## src/hdl/cdq_pkg.sv

```systemverilog
// ---------------------------------------------------------------------------
// cdq_pkg: shared types and constants for the circular deque
// Item formats, operation codes, pointer helpers and the
// control/status bundles between the controller and the datapath.
// ---------------------------------------------------------------------------
package cdq_pkg;

  localparam int DEPTH      = 16;
  localparam int ELEM_WIDTH = 32;
  localparam int PTR_W      = (DEPTH > 1) ? $clog2(DEPTH) : 1;

  typedef enum logic [1:0] {
    MODE_PUSH_REAR  = 2'd0,
    MODE_POP_FRONT  = 2'd1,
    MODE_POP_REAR   = 2'd2,
    MODE_PUSH_FRONT = 2'd3
  } mode_t;

  typedef logic [PTR_W-1:0] ptr_t;

  typedef struct packed {
    mode_t                 mode;
    logic [ELEM_WIDTH-1:0] push_value;
  } req_t;

  typedef struct packed {
    logic                  done_res;
    logic [ELEM_WIDTH-1:0] pop_value;
    logic                  is_empty;
    logic                  is_full;
  } rsp_t;

  // controller -> datapath
  typedef struct packed {
    logic accept;      // request transfer this cycle
    logic fetch_done;  // slot read data is valid, load it into the result
  } cdq_cmd_t;

  // datapath -> controller
  typedef struct packed {
    logic res_valid;   // result register holds an untaken result
    logic pop_go;      // current request is a pop that will succeed
  } cdq_status_t;

  function automatic ptr_t ptr_next(input ptr_t p);
    if (p == PTR_W'(DEPTH - 1)) begin
      return '0;
    end
    return p + 1'b1;
  endfunction

  function automatic ptr_t ptr_prev(input ptr_t p);
    if (p == '0) begin
      return PTR_W'(DEPTH - 1);
    end
    return p - 1'b1;
  endfunction

endpackage

```

## src/hdl/cdq_ram.sv

```systemverilog
// ---------------------------------------------------------------------------
// cdq_ram: generic simple dual-port RAM
// One write port, one read port with registered read data.
// ---------------------------------------------------------------------------
module cdq_ram #(
  parameter int WIDTH = 32,
  parameter int DEPTH = 16
) (
  input  logic                                    clk,
  input  logic                                    we,
  input  logic [((DEPTH > 1) ? $clog2(DEPTH) : 1)-1:0] waddr,
  input  logic [WIDTH-1:0]                        wdata,
  input  logic                                    re,
  input  logic [((DEPTH > 1) ? $clog2(DEPTH) : 1)-1:0] raddr,
  output logic [WIDTH-1:0]                        rdata
);

  logic [WIDTH-1:0] mem [DEPTH];

  always_ff @(posedge clk) begin
    if (we) begin
      mem[waddr] <= wdata;
    end
    if (re) begin
      rdata <= mem[raddr];
    end
  end

endmodule

```

## src/hdl/cdq_ctrl.sv

```systemverilog
// ---------------------------------------------------------------------------
// cdq_ctrl: deque controller
// Sequences request acceptance and the S_READ state a successful pop
// spends waiting on the slot RAM read.
// ---------------------------------------------------------------------------
module cdq_ctrl (
  input  logic                 clk,
  input  logic                 rst,
  input  logic                 req_valid,
  output logic                 req_ready,
  input  logic                 rsp_ready,
  input  cdq_pkg::cdq_status_t status,
  output cdq_pkg::cdq_cmd_t    cmd
);

  typedef enum logic [1:0] {
    S_IDLE = 2'b01,
    S_READ = 2'b10
  } state_t;

  state_t state;
  state_t state_next;

  // no transfers during reset; result register must be free, or freed by
  // this cycle's transfer
  assign req_ready = !rst && (state == S_IDLE) && (!status.res_valid || rsp_ready);

  always_comb begin
    state_next     = state;
    cmd.accept     = 1'b0;
    cmd.fetch_done = 1'b0;
    unique case (state)
      S_IDLE: begin
        cmd.accept = req_valid && req_ready;
        if (cmd.accept && status.pop_go) begin
          state_next = S_READ;
        end
      end
      S_READ: begin
        cmd.fetch_done = 1'b1;
        state_next     = S_IDLE;
      end
      default: begin
        state_next = S_IDLE;
      end
    endcase
  end

  always_ff @(posedge clk) begin
    if (rst) begin
      state <= S_IDLE;
    end else begin
      state <= state_next;
    end
  end

endmodule

```

## src/hdl/cdq_dp.sv

```systemverilog
// ---------------------------------------------------------------------------
// cdq_dp: deque datapath
// Head/tail pointers, slot RAM and the result register.
// ---------------------------------------------------------------------------
module cdq_dp (
  input  logic                 clk,
  input  logic                 rst,
  input  cdq_pkg::req_t        req,
  input  cdq_pkg::cdq_cmd_t    cmd,
  output cdq_pkg::cdq_status_t status,
  output logic                 rsp_valid,
  input  logic                 rsp_ready,
  output cdq_pkg::rsp_t        rsp
);

  cdq_pkg::ptr_t head;
  cdq_pkg::ptr_t head_next;
  cdq_pkg::ptr_t tail;
  cdq_pkg::ptr_t tail_next;
  cdq_pkg::ptr_t waddr;
  cdq_pkg::ptr_t raddr;

  logic                           we;
  logic                           ok;
  logic                           is_pop;
  logic                           empty;
  logic                           full;
  logic [cdq_pkg::ELEM_WIDTH-1:0] rdata;

  cdq_pkg::rsp_t res;
  logic          res_valid;
  logic          res_valid_next;

  assign empty = (head == tail);
  assign full  = (cdq_pkg::ptr_next(tail) == head);

  always_comb begin
    head_next = head;
    tail_next = tail;
    we        = 1'b0;
    ok        = 1'b0;
    is_pop    = 1'b0;
    waddr     = cdq_pkg::ptr_next(tail);
    raddr     = tail;
    unique case (req.mode)
      cdq_pkg::MODE_PUSH_REAR: begin
        ok    = !full;
        waddr = cdq_pkg::ptr_next(tail);
        if (cmd.accept && ok) begin
          we        = 1'b1;
          tail_next = cdq_pkg::ptr_next(tail);
        end
      end
      cdq_pkg::MODE_POP_FRONT: begin
        is_pop = 1'b1;
        ok     = !empty;
        raddr  = cdq_pkg::ptr_next(head);
        if (cmd.accept && ok) begin
          head_next = cdq_pkg::ptr_next(head);
        end
      end
      cdq_pkg::MODE_POP_REAR: begin
        is_pop = 1'b1;
        ok     = !empty;
        raddr  = tail;
        if (cmd.accept && ok) begin
          tail_next = cdq_pkg::ptr_prev(tail);
        end
      end
      cdq_pkg::MODE_PUSH_FRONT: begin
        ok    = !full;
        waddr = head;
        if (cmd.accept && ok) begin
          we        = 1'b1;
          head_next = cdq_pkg::ptr_prev(head);
        end
      end
      default: begin
        ok = 1'b0;
      end
    endcase
  end

  assign status.pop_go    = is_pop && ok;
  assign status.res_valid = res_valid;

  cdq_ram #(
    .WIDTH (cdq_pkg::ELEM_WIDTH),
    .DEPTH (cdq_pkg::DEPTH)
  ) u_ram (
    .clk   (clk),
    .we    (we),
    .waddr (waddr),
    .wdata (req.push_value),
    .re    (cmd.accept && status.pop_go),
    .raddr (raddr),
    .rdata (rdata)
  );

  always_ff @(posedge clk) begin
    if (rst) begin
      head <= '0;
      tail <= '0;
    end else begin
      head <= head_next;
      tail <= tail_next;
    end
  end

  // pushes and refused ops finish at the transfer; pops load data in the following cycle (S_READ)
  always_comb begin
    res_valid_next = res_valid;
    if (rsp_valid && rsp_ready) begin
      res_valid_next = 1'b0;
    end
    if ((cmd.accept && !status.pop_go) || cmd.fetch_done) begin
      res_valid_next = 1'b1;
    end
  end

  always_ff @(posedge clk) begin
    if (rst) begin
      res_valid <= 1'b0;
    end else begin
      res_valid <= res_valid_next;
    end
  end

  always_ff @(posedge clk) begin
    if (cmd.accept) begin
      res.done_res  <= ok;
      res.pop_value <= '0;
      res.is_empty  <= (head_next == tail_next);
      res.is_full   <= (cdq_pkg::ptr_next(tail_next) == head_next);
    end
    if (cmd.fetch_done) begin
      res.pop_value <= rdata;
    end
  end

  assign rsp_valid = res_valid;
  assign rsp       = res;

endmodule

```

## src/hdl/circular_deque.sv

```systemverilog
// ---------------------------------------------------------------------------
// circular_deque: ring-buffer double-ended queue
// Push/pop at either end of a DEPTH-slot ring; holds at most DEPTH-1 entries.
// ---------------------------------------------------------------------------
// Response: a push or a refused op has its result registered at the request
//   transfer; a successful pop loads its slot RAM read data from S_READ.
// Throughput: one request per cycle for pushes while rsp_ready holds; a pop
//   blocks further requests until its registered slot RAM read lands in S_READ.
// Reset: rst (sync, active high) empties the deque and drops any pending
//   result; slot contents are not cleared.
module circular_deque (
  input  logic           clk,
  input  logic           rst,
  // request channel
  input  logic           req_valid,
  output logic           req_ready,
  input  cdq_pkg::req_t  req,
  // response channel
  output logic           rsp_valid,
  input  logic           rsp_ready,
  output cdq_pkg::rsp_t  rsp
);

  // Controller/datapath split: the controller only decides when a request
  // transfers and when pop read data lands; all pointer and slot logic is in
  // the datapath.
  cdq_pkg::cdq_cmd_t    cmd;
  cdq_pkg::cdq_status_t status;

  cdq_ctrl u_ctrl (
    .clk       (clk),
    .rst       (rst),
    .req_valid (req_valid),
    .req_ready (req_ready),
    .rsp_ready (rsp_ready),
    .status    (status),
    .cmd       (cmd)
  );

  // Datapath: head points at the free slot before the first entry, tail at
  // the last entry. Empty/full flags in the result reflect the post-op state.
  // The result register decouples the response side, so a new request can
  // transfer in the same cycle the previous result is taken.
  cdq_dp u_dp (
    .clk       (clk),
    .rst       (rst),
    .req       (req),
    .cmd       (cmd),
    .status    (status),
    .rsp_valid (rsp_valid),
    .rsp_ready (rsp_ready),
    .rsp       (rsp)
  );

endmodule
```

## config.mk

```make
export PLATFORM = sky130hd
export DESIGN_NAME = circular_deque
export DESIGN_NICKNAME = d
export VERILOG_FILES = /design/src/hdl/cdq_pkg.sv /design/src/hdl/cdq_ram.sv /design/src/hdl/cdq_ctrl.sv /design/src/hdl/cdq_dp.sv /design/src/hdl/circular_deque.sv
export SDC_FILE = /design/constraint.sdc
export NUM_CORES = 1
export LEC_CHECK = 0
export ABC_AREA = 1
export BUFFER_PORTS_ARGS = -buffer_cell sky130_fd_sc_hd__buf_2
export CORE_MARGIN = 4
export CORE_UTILIZATION = 45
export DETAILED_ROUTE_END_ITERATION = 16
export GPL_TIMING_DRIVEN = 0
export PLACE_DENSITY = 0.64
export SLEW_MARGIN = 20
export SYNTH_ARGS = -nofsm -noshare
export SYNTH_HDL_FRONTEND = slang
export SYNTH_SLANG_ARGS = --single-unit
```

## constraint.sdc

```tcl
create_clock -name clk -period 9.75 [get_ports clk]
set_input_delay 1.4625 -clock clk [delete_from_list [all_inputs] [get_ports clk]]
set_output_delay 1.4625 -clock clk [all_outputs]
set_load 0.1 [all_outputs]
```

Word level (Yosys, flattened, before mapping)
Memories as Yosys holds them, arrays and structs flattened. A register that Yosys moved wholly into a read port is not among the register bits.
Index checks and enable logic that the tools add are counted.
- add/sub/neg operators: 5
- multipliers: 0
- divide/modulo/power cells: 0
- order comparisons: 0
- equality and inequality tests: 12
- shifts and indexed selects: 0
- muxes and demuxes: 50
- bitwise gates (word level): 1
- reductions and logical operators: 25
- operator list (cell ; number):
    $mux W4 ; 19
    $mux W34 ; 1
    $mux W32 ; 1
    $mux W1 ; 25
    $pmux W4 S2 ; 3
    $eq A4 B4 Y1 ; 4
    $add A4 B1 Y4 const B ; 3
    $eq A4 B4 Y1 const B ; 3
    $logic_and A1 B1 Y1 ; 10
    $logic_not A4 Y1 ; 2
    $sub A4 B1 Y4 const B ; 2
    $eq A2 B2 Y1 const B ; 3
    $reduce_or A2 Y1 ; 3
    $logic_not A1 Y1 ; 5
    $eq A2 B1 Y1 const B ; 2
    $reduce_bool A2 Y1 ; 2
    $logic_not A2 Y1 ; 1
    $logic_or A1 B1 Y1 ; 2
    $pmux W1 S2 ; 1
    $not A1 Y1 ; 1
- flip-flop bits (word level): 46
- latch bits: 0
- bits in writable memories: 512
- memory bits (read-only): 0
- input port bits: 38
- output and inout port bits: 37
- logic and storage cells: 102
- memories: 1
- memory list (name ; words ; width ; read ports ; clocked after Yosys merged registers in ; write ports ; RTL line ; source):
    u_dp.u_ram.mem ; 16 ; 32 ; 1 ; 1 ; 1 ; cdq_ram.sv:18 ; logic [WIDTH-1:0] mem [DEPTH];

Depth between registers and ports, before layout
Gate-level depths: netlist of the first run.
- word-level depth: 19
- mapped depth: 23
- depth with buffers taken out: 23

Modules after synthesis
From an unflattened synthesis of the first run, not the netlist that was laid out.
- cell total of the unflattened synthesis: 2486
- area, all modules: 25947.4 µm²
- modules (own cells, without submodules) (module ; instances ; cells an instance ; area each (µm²) ; seq. area each (µm²)):
    cdq_ram ; 1 ; 2120 ; 23050.9 ; 16335.7
    cdq_dp ; 1 ; 350 ; 2778.9 ; 1231.2
    cdq_ctrl ; 1 ; 16 ; 117.6 ; 40.0

Worst setup path after synthesis of the first run
Ideal clock, no wire load.
- kind: input to register
- start: in rst
- end: reg u_dp.res, in the netlist u_dp.rsp[10] (enable)
- library setup time: 0.466 ns
- arrival: 4.091 ns
- data required time: 9.284 ns
- setup slack: 5.193 ns
- stages on the path: 4
- path buffers: 1
- cell sequence: buf_2 > inv_2 > nand3_2 > o21ai_0
- word-level cells in the longest chain between the ends: 6
- RTL lines (what ; RTL line ; source):
    start, declared ; circular_deque.sv:13 ; input logic rst,
    $logic_not A1 Y1 ; cdq_ctrl.sv:26 ; assign req_ready = !rst && (state == S_IDLE) && (!status.res_valid || rsp_ready);
    $logic_and A1 B1 Y1 (2 in a row) ; cdq_ctrl.sv:26 ;
    $logic_and A1 B1 Y1 ; cdq_ctrl.sv:34 ; cmd.accept = req_valid && req_ready;
    $mux W1 ; cdq_ctrl.sv:32 ; unique case (state)
    $reduce_bool A2 Y1 (no line) ; -- ;
    end, declared ; cdq_dp.sv:30 ; cdq_pkg::rsp_t res;
No other way between the ends.
A chain may end at the register's enable or synchronous reset.

Worst setup path in the final report of the first run
- start: in req[33] (netlist name)
- end: reg u_dp.u_ram.rdata[1] (read register of u_dp.u_ram.mem) (data pin)
- word-level cells in the longest chain between the ends: 5
- elaborated cells between the ends (all ways): 11
- those cells by class: eq/ne (3); mux (3); reduce/logical (5)
- RTL lines (what ; RTL line ; source):
    start, declared ; circular_deque.sv:17 ; input cdq_pkg::req_t req,
    $eq A2 B2 Y1, or another cell as far along ; -- ;
    $reduce_or A2 Y1 (no line) ; -- ;
    $pmux W1 S2 or $mux W1 (tied branches) ; cdq_dp.sv:45 ; unique case (req.mode)
    $logic_and A1 B1 Y1 ; cdq_dp.sv:84 ; assign status.pop_go = is_pop && ok;
    $logic_and A1 B1 Y1 ; cdq_dp.sv:95 ; .re (cmd.accept && status.pop_go),
    end, declared ; cdq_ram.sv:15 ; output logic [WIDTH-1:0] rdata
Parallel ways exist; a longest one is shown, timed or not.

==> results_dict.tcl, run 1 <==
set metrics [dict create \
    dp_hpwl_um 47010 \
    fill_cells 4478 \
    rsz0062_at_grt "no" \
    total_power_mw 5.856 \
    ys.flop_type "edfxtp_1" \
    ys_ff_latch 590 \
    finalCritPeriodShare_pct 41.87 \
    path_class "input pin to flop" \
    root_buffer "clkbuf_16" \
    cp-end-kind "flop" \
    cts.reportedPaths.clkPinSlew_ns 0.06 \
    max_freq_ghz 0.2449 \
    layout.nets 2246 \
    cts_made_buffers 58 \
    syn_avg_cell_area_um2 12.01 \
    clk_path_buf_depth 3 \
    totalWireLength_um 71540 \
    path_cells "buf_2 -> inv_1 -> ha_1 -> buf_2 -> o21ai_0 -> a21oi_1 -> a21oi_1 -> inv_1 -> clkbuf_1 -> nand3_1 -> nand2_1" \
    grt_pass1_vias 15994 \
    routedWlPerCell_um 24.28 \
    p_per_area_nw_per_um2 205.3 \
    drc 0 \
    cts_tree "yes" \
    maxSlewViolCount 0 \
    worst_slew_pin_slew_ns 1.125 \
    max_stage_delay_ns 0.87 \
    outcome "complete, no violations" \
    post_cts_buffers 0 \
    finClkSkew_ns 0.01843 \
    power.leakage_nw 10.59 \
    area_delta_synth_final_pct 16.55 \
    yosysTopAreaCellShare_pct 71.05 \
    grt.total_usage_pct 24.55 \
    met2_length_um 33140 \
    synth_cell_types 33 \
    cp_slowest_cell "a21oi_1" \
    ant_nets 0 \
    cts_max_level 2 \
    num_vias 16686 \
    min_period_ns 4.083 \
    ys_seq_area_share_pct 71.95 \
    crit_fanout 10 \
    hold_class "flop to flop" \
    wl_met3_um 7834 \
    overflow 0 \
    clock_latency_ns 0.64 \
    finalSetupViolations 0 \
    cts.sinks 590 \
    ys_async_sr_fraction_pct 0 \
    cts_hold_buf 0 \
    wl_met1_um 28570 \
    place_congestion 0.8766 \
    startpoint_type "input pin" \
    port-buffer-count 73 \
    ir_worst_vdd_mv 0.1568 \
    slew_headroom_pct 24.99 \
    ctsResizeCount 0 \
    grt_pass1_wl_um 104000 \
    top_layer_used "met5" \
    synth_top_area_cell "edfxtp_1" \
    synth_nets 2085 \
    crit_required_ns 10.09 \
    fp.dieArea_um2 58170 \
    antenna_found_initial 5 \
    drt_pass1_iterations 7 \
    synthTopCellsByArea "edfxtp_1 71%, inv_1 4.9%, nand3_1 4.1%" \
    io_pins 75 \
    synth_edf_count 579 \
    arrival_ns 4.42 \
    die_y_um 241.2 \
    grt_max_degree 23 \
    final_hold_viol_count 0 \
    cap_violations 0 \
    layout-drive-gt1-share_pct 12.69 \
    netlist_area_um2 24470 \
    start_util_pct 45.47 \
    fp.coreArea_um2 53810 \
    avgViaCountPerCell 5.664 \
    fp.dieW_um 241.2 \
    core.rowCount 85 \
    drt_iter0_markers 1998 \
    final.setup.tns_ns 0 \
    postSynthCellCount 2038 \
    yosys_warnings 0 \
]
## final timing paths
check	slack (ns)	depth (start not counted)	startpoint	to
setup / recovery	5.67	11	req[33]	u_dp.u_ram.rdata[1]
hold / removal	0.54	2	u_dp.u_ram.rdata[28]	u_dp.rsp[30]
setup reg to reg	6.21	9	u_dp.head[1]	u_dp.u_ram.rdata[1]
hold reg to reg	0.54	2	u_dp.u_ram.rdata[28]	u_dp.rsp[30]
## state kept, by name, summed over array words and instances, names as in the netlist
register          cells
u_dp.u_ram.mem      512
u_dp.rsp             35
u_dp.u_ram.rdata     32
u_dp.head             4
u_dp.tail             4
u_ctrl.state          2
u_dp.rsp_valid        1
## worst max-delay path, delay by kind of cell
family | cells | cell delay, ns
AO/OA/AOI/OAI | 3 | 1.06
AND/OR/NAND/NOR | 2 | 0.45
buffers and inverters | 5 | 1.26
adder cells (fa/ha/maj) | 1 | 0.17
## synth_stat cells (2+ instances only)
master / n
edfxtp_1: 579
inv_1: 322
nand2_1: 237
nand3_1: 201
a21oi_1: 157
o21ai_0: 155
o211ai_1: 111
nor2_1: 84
clkbuf_1: 55
buf_2: 43
buf_1: 12
inv_2: 12
dfxtp_1: 11
o221ai_1: 10
ha_1: 9
nand2_4: 6
buf_4: 4
nand3_2: 4
xnor2_1: 4
nand2_2: 3
o21ai_1: 3
xor2_1: 3
nor2_2: 2
o22ai_1: 2
## power by group
part	total [mW]	leakage, nW	switching [mW]	internal (mW)
registers	2.84	5.30	0.00947	2.83
logic	0.704	4.33	0.540	0.164
clock network	2.31	0.962	0.966	1.35
## placed cells by master (no fill, tap or decap), drive strengths merged
cell type	Yosys	final
buf	60	161
o211ai	111	111
clkinv	0	24
xnor2	4	4
nor2	87	87
a31oi	1	1
nand2	246	246
a22oi	1	1
bufinv	0	9
o221ai	10	10
a21oi	158	158
edfxtp	579	579
ha	9	9
o22ai	2	2
nand3	205	205
xor2	3	3
nand4	1	1
dfxtp	11	11
nor3	1	1
inv	335	337
clkbuf	55	126
o21ai	159	159
clkinvlp	0	1
diode	0	4
## metal layers
| metal | vias up | track usage [%] |
|---|---|---|
| met1 | 8107 | 34.06 |
| met5 | - | 0 |
| li1 | 7479 | - |
| met3 | 150 | 5.325 |
| met4 | 2 | 7.703 |
| met2 | 948 | 39.23 |
## layout make-up
cell class	count	area, um^2	area share [%]
Antenna cell	4	10.01	0.03510
Buffer	115	509.2	1.786
Sequential cell	590	17610	61.74
Clock buffer	71	1520	5.331
Timing Repair Buffer	101	1069	3.747
Tap cell	696	870.8	3.054
Multi-Input combinational cell	998	5234	18.35
Clock inverter	36	439.2	1.540
Inverter	335	1260	4.418
## stage by stage
stage               hold WS (ns)  util (%)  cell area, um^2  worst slack, ns  std cells
finish                    0.5435     52.99            28520            5.667       2946
global route              0.5683     52.99            28510            5.636       2944
CTS                       0.5483     52.98            28510            5.902       2942
detailed placement        0.5335     49.34            26550            5.260       2835
global placement          0.5249     47.77            25710            2.322       2807
floorplan                 0.5192         -            24470            5.193       2038
## kinds of logic after synthesis
family	Yosys count	synth area share, %
buffers and inverters	450	7.225
adder cells (fa/ha/maj)	9	0.4602
AO/OA/AOI/OAI	442	10.42
flip-flops	590	71.95
AND/OR/NAND/NOR	540	9.695
XOR/XNOR	7	0.2506
No activity file was read; power rests on OpenSTA's default activity.
==> run 2: changes to the inputs <==
--- a/config.mk
+++ b/config.mk
@@ -11,7 +11,7 @@
 export CORE_UTILIZATION = 45
 export DETAILED_ROUTE_END_ITERATION = 16
 export GPL_TIMING_DRIVEN = 0
-export PLACE_DENSITY = 0.64
+export PLACE_DENSITY = 0.66
 export SLEW_MARGIN = 20
 export SYNTH_ARGS = -nofsm -noshare
 export SYNTH_HDL_FRONTEND = slang
==> constraint.sdc (replaced) <==
create_clock -name clk -period 3.52 [get_ports clk]
set_input_delay 0.528 -clock clk [delete_from_list [all_inputs] [get_ports clk]]
set_output_delay 0.528 -clock clk [all_outputs]
set_load 0.1 [all_outputs]
==> run 2 against run 1 <==
Compared with the run above: worst hold slack worse by 0.33 ns; register-to-register slack worse by 6.1 ns; count of clock-buffer cells in the layout grew 9; non-clock buffer count rose by 28; combinational power rose to 2.8 times the previous value; sequential cell count unchanged; clock skew increased by 0.010 ns; clock power rose to 2.7 times the previous value; sequential power rose to 2.8 times the previous value; total power grew to 2.7 times the previous value; setup slack lost 5.6 ns.
==> results_dict.tcl, run 2 (synthesis gave the netlist of run 1 again) <==
set metrics [dict create \
    outcome "complete, no violations" \
    port-buffer-count 73 \
    rsz0062_at_grt "no" \
    cts_hold_buf 0 \
    final_cell_mix "579 x edfxtp_1, 322 x inv_1, 237 x nand2_1, 201 x nand3_1, 157 x a21oi_1" \
    hold_ws_ns 0.2089 \
    clk_path_buf_depth 3 \
    area_delta_synth_final_pct 16.86 \
    fp.coreArea_um2 53810 \
    final.setup.tns_ns 0 \
    io_pins 75 \
    grt_pass1_vias 15835 \
    slew_headroom_pct 29.34 \
    dp_hpwl_um 45910 \
    total_power_mw 16.05 \
    cts_made_buffers 59 \
    arrival_ns 3.79 \
    cap_violations 0 \
    maxSlewViolCount 0 \
    final_common_cell "edfxtp_1" \
    ir_worst_vdd_mv 0.4310 \
    clock_latency_ns 0.63 \
    layout.nets 2275 \
    grt_max_degree 24 \
    startpoint_type "flop" \
    start_util_pct 45.47 \
    cts.sinks 590 \
    place_area_um2 26320 \
    finalSetupViolations 0 \
    cp-end-kind "flop" \
    die_y_um 241.2 \
    grt_pass1_wl_um 102400 \
    hold_class "input pin to flop" \
    ant_nets 0 \
    multi_input_area_um2 5234 \
    regArea_um2 17610 \
    ctsResizeCount 0 \
    path_class "flop to flop" \
    p_per_area_nw_per_um2 561.4 \
    cts_max_level 2 \
    largest_register_ffs 512 \
    routedWlPerCell_um 24.14 \
    grt.total_usage_pct 24.10 \
    totalWireLength_um 71700 \
    core.rowCount 85 \
    finClkSkew_ns 0.02891 \
    top_register "u_dp.u_ram.mem" \
    max_freq_ghz 0.2905 \
    min_period_ns 3.443 \
    worst_slew_pin_slew_ns 1.060 \
    drt_pass1_iterations 5 \
    cts.reportedPaths.clkPinSlew_ns 0.06 \
    avgViaCountPerCell 5.664 \
    overflow 0 \
    fp.dieW_um 241.2 \
    num_vias 16821 \
    drt_iter0_markers 2266 \
    place_congestion 0.8670 \
    fill_cells 4505 \
    antenna_found_initial 4 \
    final_hold_viol_count 0 \
    fp.dieArea_um2 58170 \
    drc 0 \
    final_util_pct 53.14 \
    crit_required_ns 3.86 \
    root_buffer "clkbuf_16" \
    cts_tree "yes" \
    crit_fanout 10 \
    fin_area_um2 28590 \
    power.leakage_nw 10.65 \
    layout-drive-gt1-share_pct 13.30 \
    finalCritPeriodShare_pct 97.80 \
]
[run 2: area by class of cell]
| class | instances | share of cell area, % |
|---|---|---|
| Inverter | 335 | 4.406 |
| Clock inverter | 24 | 1.046 |
| Buffer | 115 | 1.781 |
| Multi-Input combinational cell | 998 | 18.30 |
| Clock buffer | 80 | 5.513 |
| Antenna cell | 3 | 0.02625 |
| Timing Repair Buffer | 129 | 4.306 |
| Tap cell | 696 | 3.045 |
| Sequential cell | 590 | 61.57 |
[run 2: path summary, 6_finish.rpt]
path                             start                   end  slack [ns]  cells past startpoint
setup / recovery          u_dp.head[1]  u_dp.u_ram.rdata[15]        0.08                      9
hold / removal                     rst          u_dp.tail[0]        0.21                      2
hold reg to reg   u_dp.u_ram.rdata[28]          u_dp.rsp[30]        0.55                      2
setup reg to reg          u_dp.head[1]  u_dp.u_ram.rdata[15]        0.08                      9
[run 2: report_power, final]
part	switching [mW]	internal [mW]
Clock	2.61	3.62
Sequential	0.0270	7.84
Combinational	1.50	0.458
Total	4.14	11.9
[run 2: layer usage]
metal  track usage [%]  up-vias  share of wire (%)
met2             38.03     1023                 46
li1                  -     7520                  -
met3             5.771      166                 12
met1             33.44     8108                 39
met5                 0        -              0.038
met4             7.703        4                3.0
[run 2: repair_timing]
action                                  in CTS  in global routing
buffers inserted                             3                 31
pin swaps                                    3                 11
endpoints found under the setup margin      33                208
[run 2: metrics by stage]
stage	instances	setup slack (ns)
2_1_floorplan	2038	-0.01799
3_3_place_gp	2807	-2.331
3_5_place_dp	2829	-0.008593
4_1_cts	2936	0.01164
5_1_grt	2967	0.02739
6_report	2970	0.07745
[run 2: critical path, stage by stage (launching register included)]
cell and delay [ns]:
dfxtp_1 0.52, ha_1 0.24, nand2_1 0.09, nand2_1 0.07
a21oi_1 0.10, a21oi_1 0.76, inv_1 0.34, clkbuf_1 0.53
nand3_1 0.33, nand2_1 0.18
